### src/sv/vu_bar_pkg.sv
// package for the vu bar column animator
// holds the transfer structs, sizing constants, register indexes and row mask helper
// no dependencies
`default_nettype none

package vu_bar_pkg;

    localparam int COLUMNS = 10;
    localparam int ROWS    = 6;

    localparam int COL_W    = 4;
    localparam int LEVEL_W  = 4;
    localparam int COUNT_W  = 4;
    localparam int TICK_W   = 11;
    localparam int BRIGHT_W = 8;
    localparam int ROWMASK_W = 6;
    localparam int CFG_IDX_W = 2;
    localparam int CFG_DATA_W = 8;

    // column index into the per-column state
    localparam int IDX_W = (COLUMNS > 1) ? $clog2(COLUMNS) : 1;
    // wide enough to compare a column number against the column count
    localparam int COLCMP_W = 6;

    localparam logic [TICK_W-1:0] MUTE_PERIOD = TICK_W'(16);
    localparam logic [COUNT_W-1:0] FULL_DROP = COUNT_W'(3);
    localparam logic [LEVEL_W-1:0] ROWS_LVL = LEVEL_W'(ROWS);
    localparam logic [COUNT_W-1:0] FULL_ROWS = COUNT_W'(15);

    typedef enum logic [CFG_IDX_W-1:0] {
        CFG_VOLUME_STEP     = 2'd0,
        CFG_MAX_BRIGHTNESS  = 2'd1,
        CFG_MUTE_BRIGHTNESS = 2'd2,
        CFG_MUTE_LEVEL      = 2'd3
    } cfg_index_t;

    typedef struct packed {
        logic [COL_W-1:0]   column;
        logic [LEVEL_W-1:0] level;
        logic [LEVEL_W-1:0] average_level;
    } in_item_t;

    typedef struct packed {
        logic [COL_W-1:0]     out_column;
        logic                 redraw;
        logic [ROWMASK_W-1:0] lit_rows;
        logic [BRIGHT_W-1:0]  lit_brightness;
        logic [COUNT_W-1:0]   bar_height;
    } out_item_t;

    // bit i set for every row i below the bar height
    function automatic logic [ROWMASK_W-1:0] bar_rows(input logic [COUNT_W-1:0] h);
        logic [ROWMASK_W-1:0] m;
        m = '0;
        for (int i = 0; i < ROWMASK_W; i++) begin
            if ((i < ROWS) && (COUNT_W'(i) < h)) begin
                m[i] = 1'b1;
            end
        end
        return m;
    endfunction

endpackage

`default_nettype wire

### src/sv/vu_bar_column_animator.sv
// top level of the vu bar column animator
// per-column bar state, input register, update logic and result register
// depends on vu_bar_pkg
`default_nettype none

// One transfer on s_ is one tick for one LED column and yields exactly one transfer
// on m_, through the input register and then the result register. A new tick is
// taken every cycle unless m_valid is held with m_ready low; the per-column state is
// read and written back in the single update stage, so ticks for the same column may
// follow back to back. The configuration registers are written through
// cfg_wr_en/cfg_index/cfg_data and should only change while no tick is in flight.
// Columns >= COLUMNS leave all state alone; the result is zero but out_column.
module vu_bar_column_animator (
    input  wire logic                                 aclk,
    input  wire logic                                 aresetn,
    input  wire logic                                 s_valid,
    output logic                                      s_ready,
    input  wire vu_bar_pkg::in_item_t                 s_data,
    output logic                                      m_valid,
    input  wire logic                                 m_ready,
    output vu_bar_pkg::out_item_t                     m_data,
    input  wire logic                                 cfg_wr_en,
    input  wire logic [vu_bar_pkg::CFG_IDX_W-1:0]     cfg_index,
    input  wire logic [vu_bar_pkg::CFG_DATA_W-1:0]    cfg_data
);

    localparam int TW = vu_bar_pkg::TICK_W;
    localparam int CW = vu_bar_pkg::COUNT_W;
    localparam int LW = vu_bar_pkg::LEVEL_W;
    localparam int BW = vu_bar_pkg::BRIGHT_W;
    localparam int NC = vu_bar_pkg::COLUMNS;

    // configuration
    logic [BW-1:0] volume_step_reg;
    logic [BW-1:0] max_brightness_reg;
    logic [BW-1:0] mute_brightness_reg;
    logic [LW-1:0] mute_level_reg;

    // per-column state
    logic [CW-1:0] bar_count_reg   [NC];
    logic [CW-1:0] bar_target_reg  [NC];
    logic [TW-1:0] tick_count_reg  [NC];
    logic [TW-1:0] tick_period_reg [NC];

    // pipeline
    logic                  in_valid_reg;
    vu_bar_pkg::in_item_t  in_item_reg;
    logic                  out_valid_reg;
    vu_bar_pkg::out_item_t out_item_reg;
    vu_bar_pkg::out_item_t out_item_next;

    logic advance;
    logic in_range;
    logic state_we;
    logic [vu_bar_pkg::COLCMP_W-1:0] col_ext;
    logic [vu_bar_pkg::IDX_W-1:0]    idx;

    logic [CW-1:0] cur_count;
    logic [CW-1:0] cur_target;
    logic [TW-1:0] cur_tick;
    logic [TW-1:0] cur_period;
    logic [CW-1:0] count_next;
    logic [CW-1:0] target_next;
    logic [TW-1:0] tick_next;
    logic [TW-1:0] period_next;

    logic [LW-1:0] lvl;
    logic [CW-1:0] level_dist;
    logic [BW-1:0] p_base;
    logic [TW-1:0] p_calc;
    logic [TW-1:0] tick_try;
    logic          fired;

    function automatic logic [TW-1:0] tick_step(input logic [TW-1:0] cnt,
                                                input logic [TW-1:0] per);
        logic [TW-1:0] n;
        n = cnt + TW'(1);
        if (n >= per) begin
            n = '0;
        end
        return n;
    endfunction

    assign advance = !out_valid_reg || m_ready;
    assign s_ready = !in_valid_reg || advance;
    assign m_valid = out_valid_reg;
    assign m_data  = out_item_reg;

    assign col_ext  = vu_bar_pkg::COLCMP_W'(in_item_reg.column);
    assign in_range = (col_ext < vu_bar_pkg::COLCMP_W'(NC));
    assign idx      = col_ext[vu_bar_pkg::IDX_W-1:0];
    assign state_we = in_valid_reg && advance && in_range;
    assign lvl      = in_item_reg.level;

    // state read, guarded so an out-of-range column never indexes past the array
    always_comb begin
        if (in_range) begin
            cur_count  = bar_count_reg[idx];
            cur_target = bar_target_reg[idx];
            cur_tick   = tick_count_reg[idx];
            cur_period = tick_period_reg[idx];
        end else begin
            cur_count  = '0;
            cur_target = '0;
            cur_tick   = '0;
            cur_period = '0;
        end
    end

    // period from distance between the old target and the level, times seven when the level is below the average
    always_comb begin
        level_dist = (cur_target > lvl) ? (cur_target - lvl) : (lvl - cur_target);
        p_base = (volume_step_reg > BW'(level_dist)) ?
                 (volume_step_reg - BW'(level_dist)) : '0;
        if (lvl < in_item_reg.average_level) begin
            p_calc = (TW'(p_base) << 3) - TW'(p_base);
        end else begin
            p_calc = TW'(p_base);
        end
    end

    always_comb begin
        count_next  = cur_count;
        target_next = cur_target;
        tick_next   = cur_tick;
        period_next = cur_period;
        tick_try    = '0;
        fired       = 1'b0;
        out_item_next = '0;
        out_item_next.out_column = in_item_reg.column;

        if (in_range) begin
            if (lvl != mute_level_reg) begin
                if (cur_count < cur_target) begin
                    if (lvl > cur_target) begin
                        period_next = p_calc;
                        target_next = lvl;
                    end
                    tick_try  = tick_step(cur_tick, period_next);
                    tick_next = tick_try;
                    if (tick_try == '0) begin
                        count_next = cur_count + CW'(1);
                        fired      = 1'b1;
                    end
                end else if (cur_count > cur_target) begin
                    if (lvl < cur_target) begin
                        period_next = p_calc;
                        target_next = lvl;
                    end
                    tick_try  = tick_step(cur_tick, period_next);
                    tick_next = tick_try;
                    if (tick_try == '0) begin
                        count_next = cur_count - CW'(1);
                        fired      = 1'b1;
                    end
                end else begin
                    period_next = p_calc;
                    if (lvl == cur_target) begin
                        // full-height hold pulls the target down
                        if (lvl == vu_bar_pkg::ROWS_LVL) begin
                            target_next = lvl - vu_bar_pkg::FULL_DROP;
                        end
                    end else begin
                        target_next = lvl;
                    end
                end
                if (fired) begin
                    out_item_next.redraw         = 1'b1;
                    out_item_next.lit_rows       = vu_bar_pkg::bar_rows(count_next);
                    out_item_next.lit_brightness = max_brightness_reg;
                end
            end else begin
                // mute: bar untouched, whole column at mute brightness on a tick
                tick_try  = tick_step(cur_tick, cur_period);
                tick_next = tick_try;
                if (tick_try == '0) begin
                    period_next                  = vu_bar_pkg::MUTE_PERIOD;
                    out_item_next.redraw         = 1'b1;
                    out_item_next.lit_rows       = vu_bar_pkg::bar_rows(vu_bar_pkg::FULL_ROWS);
                    out_item_next.lit_brightness = mute_brightness_reg;
                end
            end
            out_item_next.bar_height = count_next;
        end
    end

    always_ff @(posedge aclk) begin
        if (!aresetn) begin
            volume_step_reg     <= BW'(16);
            max_brightness_reg  <= BW'(255);
            mute_brightness_reg <= BW'(32);
            mute_level_reg      <= '0;
        end else if (cfg_wr_en) begin
            case (vu_bar_pkg::cfg_index_t'(cfg_index))
                vu_bar_pkg::CFG_VOLUME_STEP:     volume_step_reg     <= cfg_data;
                vu_bar_pkg::CFG_MAX_BRIGHTNESS:  max_brightness_reg  <= cfg_data;
                vu_bar_pkg::CFG_MUTE_BRIGHTNESS: mute_brightness_reg <= cfg_data;
                vu_bar_pkg::CFG_MUTE_LEVEL:      mute_level_reg      <= cfg_data[LW-1:0];
                default: ;
            endcase
        end
    end

    always_ff @(posedge aclk) begin
        if (!aresetn) begin
            for (int i = 0; i < NC; i++) begin
                bar_count_reg[i]   <= '0;
                bar_target_reg[i]  <= '0;
                tick_count_reg[i]  <= '0;
                tick_period_reg[i] <= '0;
            end
        end else if (state_we) begin
            bar_count_reg[idx]   <= count_next;
            bar_target_reg[idx]  <= target_next;
            tick_count_reg[idx]  <= tick_next;
            tick_period_reg[idx] <= period_next;
        end
    end

    always_ff @(posedge aclk) begin
        if (!aresetn) begin
            in_valid_reg  <= 1'b0;
            out_valid_reg <= 1'b0;
        end else begin
            if (s_ready) begin
                in_valid_reg <= s_valid;
            end
            if (advance) begin
                out_valid_reg <= in_valid_reg;
            end
        end
    end

    always_ff @(posedge aclk) begin
        if (s_ready && s_valid) begin
            in_item_reg <= s_data;
        end
        if (advance && in_valid_reg) begin
            out_item_reg <= out_item_next;
        end
    end

endmodule

`default_nettype wire
### config.mk
export PLATFORM = sky130hd
export DESIGN_NAME = vu_bar_column_animator
export DESIGN_NICKNAME = d
export VERILOG_FILES = /design/src/sv/vu_bar_pkg.sv /design/src/sv/vu_bar_column_animator.sv
export SDC_FILE = /design/constraint.sdc
export NUM_CORES = 1
export LEC_CHECK = 0
export BUFFER_PORTS_ARGS = -buffer_cell sky130_fd_sc_hd__buf_2
export CORE_MARGIN = 2
export CORE_UTILIZATION = 63
export DETAILED_ROUTE_END_ITERATION = 8
export GPL_ROUTABILITY_DRIVEN = 0
export PLACE_DENSITY = 0.82
export SYNTH_ARGS = -nofsm -noshare
export SYNTH_HDL_FRONTEND = slang
export SYNTH_SLANG_ARGS = --single-unit
### constraint.sdc
create_clock -name aclk -period 12 [get_ports aclk]
set_input_delay 0.6 -clock aclk [delete_from_list [all_inputs] [get_ports aclk]]
set_output_delay 0.6 -clock aclk [all_outputs]
set_load 0.05 [all_outputs]
==> impl_metrics.tcl, run 1 <==
set metrics [dict create \
    synth_edf_count 515 \
    clk_root_buffer_cell "clkbuf_16" \
    worstHoldPathCells 1 \
    die_h_um 209 \
    drv_slew 0 \
    cts_setup_buffers 0 \
    async_flop_share_pct 0 \
    synth.area.top_cells "edfxtp_1 58%, mux4_2 9.8%, nor2_1 4.4%" \
    numCtsBuffers 54 \
    setup_violations 0 \
    vias 17200 \
    yosysTopAreaCellShare_pct 58.4 \
    worstPathRequired_ps 12370 \
    status "finished clean" \
    clkPwrFrac_pct 33.8 \
    powerDensity_mw_per_mm2 180 \
    max_freq_mhz 89.6 \
    worstMarginPinSlew_ps 1400 \
    n_antenna_cell 0 \
    hold_class "in2reg" \
    die_w_um 209 \
    rows 75 \
    ff_latch_area_mm2 0.0162 \
    slowest_delay_ps 1000 \
    arrival_ps 11530 \
    syn_area_per_cell_um2 14.1 \
    slew_headroom_pct 6.24 \
    grt-ovfl-total 0 \
    timing.critical_path.mode_cell "ha_1" \
    syn_inst 1879 \
    cts.sinks 549 \
    yosysWarnings 0 \
    hold_viol_final 0 \
    worstHoldEndpoint "in_item_reg[3]" \
    num_io_pins 52 \
    rsz0062_at_grt "false" \
    critPathMaxFanout 51 \
    grt_pass1_vias 17400 \
    yosys.area.top_type "edfxtp_1" \
    p_sw_uw 1600 \
    cts-htree-levels 2 \
    clkLatencyLatePin_ps 630 \
    cp-end-kind "register" \
    hp-start "s_data[3]" \
    routedWlPerCell_um 25.2 \
    final_area_mm2 0.0296 \
    fillers 2582 \
    place_ws_ps 879 \
    ff2ff_setup_slack_ps 840 \
    slowest_stage "dfxtp_4" \
    cts_hold_buf 0 \
    grt_max_degree 54 \
    ys_seq_area_share_pct 61.0 \
    via_per_inst 6.43 \
    io_buffers 51 \
    syn_to_final_growth_pct 11.7 \
    ys_seq_elements 549 \
    finalCritPeriodShare_pct 93.0 \
    combPwrFrac_pct 23.6 \
    wl_um 67300 \
    grt.total_usage_pct 31.6 \
    place_area_mm2 0.0277 \
    multiInputGateArea_mm2 0.0101 \
    drive_above_1_share_pct 18.2 \
    fin_tns_setup_ps 0 \
    syn_area_mm2 0.0265 \
    swShare_pct 30.0 \
    fin_skew_ps 24.4 \
    finalWorstSetupSlack_ps 840 \
    cts.clk_slew.worst_paths_ps 60 \
    antenna_found_initial 0 \
    die_area_mm2 0.0437 \
    synth_ff_type "edfxtp_1" \
    final_nets 2177 \
    clockBufferDepth 3 \
    vdd_ir_drop_max_mv 0.106 \
    synth.most_common_cell "edfxtp_1" \
    cap_violations 0 \
    critPathKind "reg2reg" \
    intPower_uw 3730 \
    synth_common_cells "515 x edfxtp_1, 313 x nor2_1, 115 x mux4_2" \
    leakage_uw 0.0112 \
    reg2reg_to "tick_count_reg[13][2]" \
    yosysUniqueCellTypes 100 \
    antenna_left 0 \
    ff2ff_path_depth 35 \
    cts_tree "built" \
    pwr-share-seq_pct 42.6 \
    start_util_pct 63.4 \
    drc 0 \
    cts_resized 0 \
    dp_hpwl_um 40600 \
    drt_iter0_drc 2172 \
    first_pass_iters 8 \
    cp-start-kind "register" \
    core_area_mm2 0.0418 \
    grt_first_pass_wirelength_um 102000 \
    min_period_ps 11160 \
]
==> layer usage <==
metal	global-route usage (%)	share of wire (%)	up-vias
li1	-	-	7336
met4	16.1	5.2	0
met1	40.6	35	8365
met2	50.5	48	1245
met3	7.77	12	232
met5	0	0	-
==> layout by cell type (no fill, tap or decap), types with 10 or more instances in the layout <==
cell type | synthesis | final
edfxtp_1 | 515 | 515
nor2_1 | 313 | 313
conb_1 | 1 | 180
mux4_2 | 115 | 115
nand2_1 | 114 | 114
ha_1 | 60 | 60
mux2i_1 | 58 | 58
inv_1 | 56 | 56
clkbuf_16 | 0 | 55
buf_2 | 22 | 51
a21oi_1 | 47 | 47
buf_4 | 9 | 33
o21ai_0 | 32 | 32
dfxtp_1 | 34 | 30
nand3_1 | 30 | 29
a21o_1 | 29 | 29
nor2_2 | 29 | 29
nor2b_1 | 27 | 25
a22oi_1 | 23 | 23
nor3_1 | 20 | 20
xnor2_1 | 19 | 19
and2_1 | 16 | 16
xor2_1 | 14 | 14
mux2_2 | 13 | 13
mux4_1 | 11 | 11
o211ai_1 | 10 | 10
nand2b_1 | 10 | 10
clkinv_2 | 0 | 10
==> logic make-up after synthesis <==
group | count (synthesis) | synth area share, %
other | 1 | 0.0142
and+or+nand+nor | 625 | 11.0
buffers and inverters | 169 | 3.47
adders and majority gates | 62 | 2.99
AOI/OAI and AO/OA | 242 | 6.87
xor gates and xnor gates | 33 | 1.09
muxes | 198 | 13.7
DFF | 549 | 61.0
==> power groups by stage <==
| stage | Sequential [uW] | Clock (uW) | Combinational (uW) |
|---|---|---|---|
| finish | 2270 | 1800 | 1260 |
| detailed placement | 2310 | 0 | 1200 |
| global route | 2280 | 1880 | 1350 |
| CTS | 2270 | 1810 | 1220 |
| floorplan | 2310 | 0 | 914 |
| global placement | 2300 | 0 | 1160 |
==> how the worst max path moves through the flow <==
stage                     startpoint                endpoint  slack (ps)
final                       register   tick_count_reg[13][2]         840
after global routing        register  tick_count_reg[10][10]         240
after CTS                   register   tick_count_reg[13][2]         830
after detailed placement    register  tick_count_reg[14][10]         880
after global placement      register   tick_count_reg[14][0]        1310
after floorplan             register    bar_count_reg[10][0]        2710
==> layout make-up <==
class	instances	share of cell area, %
clock inverter	37	1.51
sequential	549	54.6
multi-input combinational	1340	34.2
tap	539	2.28
timing repair buffer	85	1.74
clock buffer	65	4.91
inverter	58	0.736
==> metrics by stage <==
step	hold WS [ps]	power [uW]	utilization, %	std cells
finish	166	5330	70.8	2673
global route	159	5510	70.8	2673
CTS	146	5300	70.8	2672
detailed placement	455	3510	66.3	2570
global placement	453	3460	66.3	2570
floorplan	421	3220	-	2058
==> worst max-delay path: cells and delay by family (launching register included) <==
family,cells,cell delay (ps)
mux,2,940
compound gates,19,4950
xor+xnor,2,430
flops,1,1000
fa+ha+maj,5,1630
simple gates,7,1910
Note: power is estimated with default switching activity, not from simulation.
==> run 2, diff against run 1 <==
--- a/config.mk
+++ b/config.mk
@@ -6,7 +6,7 @@
 export NUM_CORES = 1
 export LEC_CHECK = 0
 export BUFFER_PORTS_ARGS = -buffer_cell sky130_fd_sc_hd__buf_2
-export CORE_MARGIN = 2
+export CORE_MARGIN = 8
 export CORE_UTILIZATION = 63
 export DETAILED_ROUTE_END_ITERATION = 8
 export GPL_ROUTABILITY_DRIVEN = 0
==> run 2 against run 1 <==
Effect of this change: power fell by 1.6%; die area increased by 12%; clock skew increased by 1.8 ps; sequential power about the same; global-route usage fell by 4.2 points; clock power fell by 4%; count of clock-buffer cells in the layout increased by 9; final cell count is essentially flat; first-iteration DRC count is 8.2% lower; core utilization decreased by 0.25 points.
==> impl_metrics.tcl, run 2 (synthesis gave the netlist of run 1 again) <==
set metrics [dict create \
    core_area_mm2 0.0418 \
    max_freq_mhz 88.7 \
    vdd_ir_drop_max_mv 0.101 \
    reg2reg_to "tick_count_reg[9][2]" \
    p_sw_uw 1570 \
    rsz0062_at_grt "false" \
    cp-start-kind "register" \
    status "finished clean" \
    grt_first_pass_wirelength_um 102000 \
    cts-htree-levels 2 \
    slowest_stage "dfxtp_4" \
    drv_slew 0 \
    die_w_um 221 \
    combPwrFrac_pct 23.9 \
    critPathKind "reg2reg" \
    die_area_mm2 0.0489 \
    critPathMaxFanout 51 \
    ff2ff_path_depth 35 \
    grt_max_degree 52 \
    intPower_uw 3680 \
    antenna_found_initial 0 \
    slowest_delay_ps 930 \
    leakage_uw 0.0111 \
    layout_commonest_cell "edfxtp_1" \
    final_cell_mix "515 x edfxtp_1, 313 x nor2_1, 180 x conb_1" \
    setup_violations 0 \
    die_h_um 221 \
    drt_iter0_drc 1994 \
    start_util_pct 63.4 \
    grt.total_usage_pct 27.3 \
    first_pass_iters 6 \
    pwr-share-seq_pct 43.2 \
    powerDensity_mw_per_mm2 178 \
    finalCritPeriodShare_pct 94.0 \
    drive_above_1_share_pct 17.6 \
    cp-end-kind "register" \
    fin_skew_ps 26.2 \
    clockBufferDepth 3 \
    worstMarginPinSlew_ps 1400 \
    hold_viol_final 0 \
    slew_headroom_pct 4.52 \
    setup.worst_path.end "tick_count_reg[9][2]" \
    timing.critical_path.mode_cell "ha_1" \
    cts_resized 0 \
    numPlacedInstances 2571 \
    hold_class "in2reg" \
    num_io_pins 52 \
    swShare_pct 29.9 \
    cts_setup_buffers 0 \
    cts_hold_buf 0 \
    routedWlPerCell_um 25.3 \
    numCtsBuffers 55 \
    fin_tns_setup_ps 0 \
    grt_pass1_vias 17700 \
    via_per_inst 6.49 \
    io_buffers 51 \
    grt-ovfl-total 0 \
    rows 75 \
    syn_to_final_growth_pct 11.3 \
    cts.sinks 549 \
    cts.clk_slew.worst_paths_ps 60 \
    antenna_left 0 \
    drc 0 \
    ff2ff_setup_slack_ps 720 \
    vias 17400 \
    dp_hpwl_um 41800 \
    clkLatencyLatePin_ps 620 \
    worstPathRequired_ps 12360 \
    cap_violations 0 \
    final_cells 2672 \
    wl_um 67600 \
    min_period_ps 11280 \
    clk_root_buffer_cell "clkbuf_16" \
    final_nets 2178 \
    clkPwrFrac_pct 32.9 \
    cts_tree "built" \
    arrival_ps 11640 \
]
==> run 2: how the worst min path moves through the flow <==
stage                          startpoint               endpoint  slack (ps)  cells after the start
floorplan                          idx[1]             m_data[20]         420                      0
global placement    max_brightness_reg[7]  max_brightness_reg[7]         450                      2
detailed placement  max_brightness_reg[6]  max_brightness_reg[6]         460                      2
CTS                             s_data[4]                 lvl[0]         160                      1
global route                    s_data[2]         in_item_reg[2]         160                      1
finish                          s_data[9]                 idx[1]         180                      1
==> run 2: per-stage QoR <==
stage               power [uW]  instance area, um2  util (%)  hold slack, ps  setup slack [ps]
finish                    5250               29500      70.6             184               722
CTS                       5220               29500      70.6             163               957
global placement          3470               27700      66.3             452              1630
detailed placement        3510               27700      66.3             464              1020
global route              5430               29500      70.6             158              14.6
floorplan                 3220               27200         -             421              2710
==> run 2: power groups by stage <==
stage	sequential [uW]	clock, uW	combinational, uW
global placement	2290	0	1170
floorplan	2310	0	914
finish	2270	1730	1250
CTS	2270	1740	1220
detailed placement	2300	0	1210
global route	2270	1810	1350
==> run 2: layer usage <==
layer,global-route usage (%),vias to the layer above,part of all wire (%)
li1,-,7319,-
met1,34.9,8511,35
met2,44.0,1252,47
met3,6.37,269,13
met4,13.5,0,5.3
met5,0,-,0
==> run 2: final cells by class <==
class                      count  area (um2)
clock inverter                26         293
inverter                      58         218
timing repair buffer          85         510
clock buffer                  74        1510
antenna                        1        2.50
fill                        2596       12300
sequential                   549       16200
tap                          539         674
multi-input combinational   1340       10100
==> run 2: critical path: cells and delay by family (launching register included) <==
family,cells,cell delay [ps]
xor gates and xnor gates,2,410
and+or+nand+nor,7,2200
AOI/OAI and AO/OA,19,5080
DFF,1,930
adders and majority gates,5,1670
muxes,2,710
